### src/rtl/itoa_pkg.sv
// itoa_pkg: shared widths, payload structs, controller/datapath links and digit table
// for the radix integer-to-ascii converter. No dependencies.
package itoa_pkg;

  // value width and derived divider geometry
  localparam int VALUE_BITS  = 32;
  localparam int MAG_W       = (VALUE_BITS < 32) ? VALUE_BITS : 32;
  localparam int STEPS       = 8;
  localparam int DIV_CYCLES  = (MAG_W + STEPS - 1) / STEPS;
  localparam int WORK_W      = DIV_CYCLES * STEPS;
  localparam int DIVC_W      = (DIV_CYCLES > 1) ? $clog2(DIV_CYCLES) : 1;

  // digit store geometry
  localparam int DIGIT_DEPTH = 32;
  localparam int DIG_IDX_W   = 5;
  localparam int CNT_W       = 6;

  // codes and characters
  localparam logic [4:0] RADIX_MIN  = 5'd2;
  localparam logic [4:0] RADIX_MAX  = 5'd16;
  localparam logic [7:0] MINUS_CHAR = 8'h2D;
  localparam logic [7:0] ERR_CHAR   = 8'h00;

  typedef struct packed {
    logic [31:0] raw_value;
    logic [4:0]  radix;
    logic        unsigned_mode;
    logic        lower_case;
  } in_item_t;

  typedef struct packed {
    logic [7:0] out_char;
    logic       last_char;
    logic       bad_radix;
  } out_item_t;

  // controller to datapath commands
  typedef struct packed {
    logic load;
    logic div_step;
    logic store;
    logic rd_issue;
    logic emit_sign;
    logic emit_digit;
    logic emit_err;
  } ctl_cmd_t;

  // datapath to controller status
  typedef struct packed {
    logic radix_bad;
    logic conv_done;
    logic neg;
    logic ptr_zero;
  } dp_stat_t;

  // digit value to ascii character
  function automatic logic [7:0] digit_char(input logic [3:0] d, input logic lower);
    logic [7:0] c;
    if (d < 4'd10) begin
      c = 8'h30 + {4'd0, d};
    end else if (lower) begin
      c = 8'h61 + {4'd0, d} - 8'd10;
    end else begin
      c = 8'h41 + {4'd0, d} - 8'd10;
    end
    return c;
  endfunction

endpackage

### src/rtl/radix_integer_to_ascii_top.sv
// radix_integer_to_ascii_top: integer to ascii string converter, top level
// depends on itoa_pkg, itoa_ctrl and itoa_dp
//
//   channel  ports                     handshake
//   -------  ------------------------  ------------------------------------
//   input    start, busy, in_item      transaction taken when start && !busy
//   result   out_valid, out_item       one-cycle strobe, always taken
//
// a bad radix gives one error transaction in the cycle after it is taken; busy stays low.
// a valid item is divided by the radix once per digit (the divider steps at 8 quotient bits
// a cycle, then a store state writes the digit), then each character is read from the single
// digit-store read port and emitted, after a leading minus sign if the value is negative.
// rst_n is synchronous and returns the block to idle with no result pending.
// results cannot be stalled; busy holds off new transactions until the last one.
module radix_integer_to_ascii_top (
  input  logic                 clk,
  input  logic                 rst_n,
  input  logic                 start,
  output logic                 busy,
  input  itoa_pkg::in_item_t   in_item,
  output logic                 out_valid,
  output itoa_pkg::out_item_t  out_item
);
  import itoa_pkg::*;

  ctl_cmd_t cmd;
  dp_stat_t stat;

  // sequencing
  itoa_ctrl u_ctrl (
    .clk   (clk),
    .rst_n (rst_n),
    .start (start),
    .busy  (busy),
    .stat  (stat),
    .cmd   (cmd)
  );

  // divider, digit store and output register
  itoa_dp u_dp (
    .clk       (clk),
    .rst_n     (rst_n),
    .in_item   (in_item),
    .cmd       (cmd),
    .stat      (stat),
    .out_valid (out_valid),
    .out_item  (out_item)
  );

endmodule

### src/rtl/itoa_ctrl.sv
// itoa_ctrl: sequencing state machine for the converter
// depends on itoa_pkg (command and status structs, divider geometry)
module itoa_ctrl (
  input  logic               clk,
  input  logic               rst_n,
  input  logic               start,
  output logic               busy,
  input  itoa_pkg::dp_stat_t stat,
  output itoa_pkg::ctl_cmd_t cmd
);
  import itoa_pkg::*;

  typedef enum logic [2:0] {
    S_IDLE,
    S_DIV,
    S_STORE,
    S_SIGN,
    S_READ,
    S_EMIT
  } state_t;

  state_t             state_r, state_nxt;
  logic [DIVC_W-1:0]  divc_r, divc_nxt;
  logic               busy_r;

  localparam logic [DIVC_W-1:0] DIVC_LAST = DIVC_W'(DIV_CYCLES - 1);

  // next state and commands
  always_comb begin
    state_nxt = state_r;
    divc_nxt  = divc_r;
    cmd       = '0;
    unique case (state_r)
      S_IDLE: begin
        divc_nxt = '0;
        if (start) begin
          if (stat.radix_bad) begin
            cmd.emit_err = 1'b1;
          end else begin
            cmd.load  = 1'b1;
            state_nxt = S_DIV;
          end
        end
      end
      S_DIV: begin
        cmd.div_step = 1'b1;
        if (divc_r == DIVC_LAST) begin
          divc_nxt  = '0;
          state_nxt = S_STORE;
        end else begin
          divc_nxt = divc_r + 1'b1;
        end
      end
      S_STORE: begin
        cmd.store = 1'b1;
        if (stat.conv_done) begin
          state_nxt = stat.neg ? S_SIGN : S_READ;
        end else begin
          state_nxt = S_DIV;
        end
      end
      S_SIGN: begin
        cmd.emit_sign = 1'b1;
        state_nxt     = S_READ;
      end
      S_READ: begin
        cmd.rd_issue = 1'b1;
        state_nxt    = S_EMIT;
      end
      S_EMIT: begin
        cmd.emit_digit = 1'b1;
        state_nxt      = stat.ptr_zero ? S_IDLE : S_READ;
      end
      default: begin
        state_nxt = S_IDLE;
      end
    endcase
  end

  // state and registered busy
  always_ff @(posedge clk) begin
    if (!rst_n) begin
      state_r <= S_IDLE;
      divc_r  <= '0;
      busy_r  <= 1'b0;
    end else begin
      state_r <= state_nxt;
      divc_r  <= divc_nxt;
      busy_r  <= (state_nxt != S_IDLE);
    end
  end

  assign busy = busy_r;

endmodule

### src/rtl/itoa_dp.sv
// itoa_dp: magnitude register, radix divider, digit store and output register
// depends on itoa_pkg (payload structs, command/status structs, digit table)
module itoa_dp (
  input  logic                 clk,
  input  logic                 rst_n,
  input  itoa_pkg::in_item_t   in_item,
  input  itoa_pkg::ctl_cmd_t   cmd,
  output itoa_pkg::dp_stat_t   stat,
  output logic                 out_valid,
  output itoa_pkg::out_item_t  out_item
);
  import itoa_pkg::*;

  logic [WORK_W-1:0]    work_r, work_nxt;
  logic [3:0]           rem_r, rem_nxt;
  logic [4:0]           base_r;
  logic                 lower_r;
  logic                 neg_r;
  logic [CNT_W-1:0]     cnt_r;
  logic [DIG_IDX_W-1:0] rdptr_r;
  logic [3:0]           rd_data_r;
  logic [3:0]           digit_mem [DIGIT_DEPTH];
  logic                 out_valid_r;
  out_item_t            out_item_r, out_item_nxt;

  logic [MAG_W-1:0]     in_val;
  logic                 in_neg;
  logic [MAG_W-1:0]     in_mag;

  // input decode: sign and magnitude
  // a sign bit above the 32 raw value bits is never set
  assign in_val = in_item.raw_value[MAG_W-1:0];
  assign in_neg = !in_item.unsigned_mode && (VALUE_BITS <= 32) && in_val[MAG_W-1];
  assign in_mag = in_neg ? (~in_val + 1'b1) : in_val;

  // status to controller
  assign stat.radix_bad = (in_item.radix < RADIX_MIN) || (in_item.radix > RADIX_MAX);
  assign stat.conv_done = (work_r == '0) || (cnt_r == CNT_W'(DIGIT_DEPTH - 1));
  assign stat.neg       = neg_r;
  assign stat.ptr_zero  = (rdptr_r == '0);

  // restoring divide by radix, STEPS quotient bits per cycle
  always_comb begin
    logic [4:0]        r;
    logic [WORK_W-1:0] m;
    r = {1'b0, rem_r};
    m = work_r;
    for (int i = 0; i < STEPS; i++) begin
      r = {r[3:0], m[WORK_W-1]};
      m = {m[WORK_W-2:0], 1'b0};
      if (r >= base_r) begin
        r    = r - base_r;
        m[0] = 1'b1;
      end
    end
    work_nxt = m;
    rem_nxt  = r[3:0];
  end

  // output transaction select
  always_comb begin
    out_item_nxt = out_item_r;
    if (cmd.emit_err) begin
      out_item_nxt.out_char  = ERR_CHAR;
      out_item_nxt.last_char = 1'b1;
      out_item_nxt.bad_radix = 1'b1;
    end else if (cmd.emit_sign) begin
      out_item_nxt.out_char  = MINUS_CHAR;
      out_item_nxt.last_char = 1'b0;
      out_item_nxt.bad_radix = 1'b0;
    end else if (cmd.emit_digit) begin
      out_item_nxt.out_char  = digit_char(rd_data_r, lower_r);
      out_item_nxt.last_char = (rdptr_r == '0);
      out_item_nxt.bad_radix = 1'b0;
    end
  end

  // conversion state
  always_ff @(posedge clk) begin
    if (!rst_n) begin
      work_r <= '0;
      cnt_r  <= '0;
      neg_r  <= 1'b0;
    end else if (cmd.emit_err) begin
      work_r <= '0;
      cnt_r  <= '0;
      neg_r  <= 1'b0;
    end else if (cmd.load) begin
      work_r <= WORK_W'(in_mag);
      cnt_r  <= '0;
      neg_r  <= in_neg;
    end else if (cmd.div_step) begin
      work_r <= work_nxt;
    end else if (cmd.store) begin
      cnt_r <= cnt_r + 1'b1;
    end
  end

  // payload registers, no reset needed
  always_ff @(posedge clk) begin
    if (cmd.load) begin
      base_r  <= in_item.radix;
      lower_r <= in_item.lower_case;
      rem_r   <= '0;
    end else if (cmd.div_step) begin
      rem_r <= rem_nxt;
    end else if (cmd.store) begin
      rem_r   <= '0;
      rdptr_r <= cnt_r[DIG_IDX_W-1:0];
    end else if (cmd.emit_digit) begin
      rdptr_r <= rdptr_r - 1'b1;
    end
    out_item_r <= out_item_nxt;
  end

  // digit store, one write and one registered read port
  always_ff @(posedge clk) begin
    if (cmd.store) begin
      digit_mem[cnt_r[DIG_IDX_W-1:0]] <= rem_r;
    end
    if (cmd.rd_issue) begin
      rd_data_r <= digit_mem[rdptr_r];
    end
  end

  // result strobe
  always_ff @(posedge clk) begin
    if (!rst_n) begin
      out_valid_r <= 1'b0;
    end else begin
      out_valid_r <= cmd.emit_err | cmd.emit_sign | cmd.emit_digit;
    end
  end

  assign out_valid = out_valid_r;
  assign out_item  = out_item_r;

endmodule
### config.mk
export PLATFORM = sky130hd
export DESIGN_NAME = radix_integer_to_ascii_top
export DESIGN_NICKNAME = d
export VERILOG_FILES = /design/src/rtl/itoa_pkg.sv /design/src/rtl/radix_integer_to_ascii_top.sv /design/src/rtl/itoa_ctrl.sv /design/src/rtl/itoa_dp.sv
export SDC_FILE = /design/constraint.sdc
export NUM_CORES = 1
export LEC_CHECK = 0
export BUFFER_PORTS_ARGS = -buffer_cell sky130_fd_sc_hd__buf_2
export CAP_MARGIN = 0
export CELL_PAD_IN_SITES_DETAIL_PLACEMENT = 0
export CELL_PAD_IN_SITES_GLOBAL_PLACEMENT = 1
export CORE_AREA = 2 2 167 169
export DETAILED_ROUTE_END_ITERATION = 16
export DIE_AREA = 0 0 169 171
export PLACE_DENSITY_LB_ADDON = 0.1
export SETUP_SLACK_MARGIN = 0.1
export SYNTH_ARGS = -nofsm -noshare
export SYNTH_HDL_FRONTEND = slang
export SYNTH_SLANG_ARGS = --single-unit
### constraint.sdc
create_clock -name clk -period 10.9 [get_ports clk]
set_input_delay 2.725 -clock clk [delete_from_list [all_inputs] [get_ports clk]]
set_output_delay 2.725 -clock clk [all_outputs]
set_load 0.05 [all_outputs]
==> results.toml <==
[min_path]
min_path_type = "reg2reg"

[yosys]
synth_top_cell_area_share = 0.400
synth.area.top_cells = "edfxtp_1, dfxtp_1, mux4_2, ha_1, a21oi_1"
synth_cell_types = 70
synth_area_per_cell_um2 = 11.8
ys.flop_type = "edfxtp_1"
synth-async-reset-ratio = 0
syn_nets = 1006
synth_area_leader_cell = "edfxtp_1"
yosysMostFrequentCell = "edfxtp_1"
syn_inst = 907
synth.yosys.seq_area_share = 0.510
synth.top_cells.by_count = "edfxtp_1, nor2_1, a21oi_1"
synth_area_um2 = 10700
synth-edff-count = 143
ys_warn_count = 0
synth-seq-cells = 202

[placement]
io_buffers = 52
gp_congestion = 0.823
hpwl_um = 19000

[clocking]
ctsHoldBuffers = 0
cts_buffers = 23
path_clk_slew_ps = 60
root_buffer = "clkbuf_16"
cts_tree = "done"
clk_latency_ps = 530
cts_max_level = 1
cts_sinks = 202
clock_path_buffers = 3

[floorplanning]
core.rowCount = 61
start_util = 0.393
die_h_um = 171
core_area_um2 = 27300
die_w_um = 169
io_pins = 54
die_area_um2 = 28900

[global_routing]
antenna_found_initial = 0
grt_pass1_vias = 7308
grtUsageTotal = 0.187
grt_pass1_wl_um = 41800
grt-ovfl-total = 0
grt_max_degree = 45

[timing]
fin_crit_sh = 0.932
relSlewSlack = 0.386
rsz0062_at_grt = "no"
fin_crit_ps = 10160
hold_violations = 0
slew_violations = 0
tns_ps = 0
max_freq_mhz = 98.4
finalClockSkew_ps = 13.5
worst_slew_pin_slew_ps = 920
setup_viol = 0

[route]
num_vias = 7318
drt-met1-wl_um = 11700
drt_wl_total_um = 26800
wl_met2_um = 13900
ant_nets = 0
viasPerCell = 5.48
drt-initial-drc-count = 583
detail_route.wl_per_cell_um = 20.1
post-route-drc-count = 0
wl_met3_um = 754
top_layer = "met4"
first_pass_iters = 5

[critical_path]
required_ps = 11330
critical_path.endpoint_type = "register"
cp_max_fo = 6
cp-start-kind = "register"
path_class = "reg2reg"
cpLargestDelayFamily = "compound AO/OA/AOI/OAI gates"
cp_num_buf_inv = 7
crit_arrival_ps = 10600
cp_slowest_cell = "or4b_1"
crit_path_frequent_cell = "ha_1"
cp_slowest_stage_delay_ps = 520

[layout]
antennaDiodeCount = 0
drive_gt1_frac = 0.207
nNetsFinal = 1073
syn2layout_area_growth_pct = 15.0

[flow_run]
max_cap_viol_count = 0

[run_status]
status = "complete, no violations"
-- per-stage QoR --
stage / instances / area, um^2 / hold WS [ps] / setup slack, ps / util
3_5_place_dp: 1289 / 11400 / 436 / 367 / 0.419
2_1_floorplan: 907 / 10700 / 444 / 492 / -
3_3_place_gp: 1289 / 11400 / 431 / 426 / 0.419
5_1_grt: 1336 / 12300 / 478 / 55.5 / 0.452
4_1_cts: 1330 / 12200 / 451 / 293 / 0.447
6_report: 1336 / 12300 / 450 / 739 / 0.452
-- cell families (layout without fill, tap and decap cells) --
logic type | Yosys count | in the layout | synth area share
buffers and inverters | 80 | 163 | 0.0302
flip-flops | 202 | 202 | 0.510
AND/OR/NAND/NOR | 254 | 254 | 0.118
multiplexers | 63 | 63 | 0.107
other | 1 | 1 | 0.000349
XOR/XNOR | 52 | 52 | 0.0424
AO/OA/AOI/OAI | 198 | 198 | 0.120
adder cells (fa/ha/maj) | 57 | 57 | 0.0720
-- placed cells by master, fill, tap and decap left out, drive strengths merged, types with 16 or more instances in the layout --
cell / n
edfxtp: 143
nor2: 88
buf: 80
a21oi: 67
nand2: 60
dfxtp: 59
ha: 49
inv: 42
mux4: 40
o21ai: 28
xor2: 27
xnor2: 25
clkbuf: 25
nor3: 20
mux2: 16
-- repair_timing --
action | CTS | global route
setup buffers | 0 | 6
endpoints found under the setup margin | 0 | 5
resized for setup | 0 | 20
-- worst register-to-register path, delay by kind of cell (launching register included) --
family	cells	cell delay, ps
flip-flops	1	410
AND/OR/NAND/NOR	9	1500
AO/OA/AOI/OAI	19	3960
adder cells (fa/ha/maj)	8	2440
buffers and inverters	7	770
multiplexers	3	1010
-- final timing paths --
path / from / endpoint / slack [ps] / depth (start not counted)
setup / recovery: u_dp.base_r[0]$_DFFE_PP_ / u_dp.rem_r[1]$_SDFFE_PP0P_ / 740 / 46
hold / removal: u_dp.out_item[0]$_SDFFE_PP1P_ / u_dp.out_item[0]$_SDFFE_PP1P_ / 450 / 1
setup reg to reg: u_dp.base_r[0]$_DFFE_PP_ / u_dp.rem_r[1]$_SDFFE_PP0P_ / 740 / 46
hold reg to reg: u_dp.out_item[0]$_SDFFE_PP1P_ / u_dp.out_item[0]$_SDFFE_PP1P_ / 450 / 1
-- sequential cells by signal, indices dropped and copies added, names as in the netlist, 2 cells and up --
| name | flops |
|---|---|
| u_dp.digit_mem | 128 |
| u_dp.work_r | 32 |
| u_dp.out_item | 9 |
| u_dp.cnt_r | 6 |
| u_dp.base_r | 5 |
| u_dp.rdptr_r | 5 |
| u_dp.rd_data_r | 4 |
| u_dp.rem_r | 4 |
| u_ctrl.state_r | 3 |
| u_ctrl.divc_r | 2 |
-- per-layer routing --
layer	up-vias	GRT usage
met5	-	0
met1	3610	0.241
met2	111	0.339
li1	3567	-
met3	30	0.0204
met4	0	0.0431
-- layout make-up --
type                       count  area (um^2)
clock buffer                  25          593
clock inverter                16          169
fill                        2580        15000
inverter                      42          158
multi-input combinational    625         5050
sequential                   202         5480
tap                          346          433
timing repair buffer          80          470
Power is left out: the tool's default activity adds up to more than one toggle a clock period on the data nets, which glitch-free logic cannot reach.
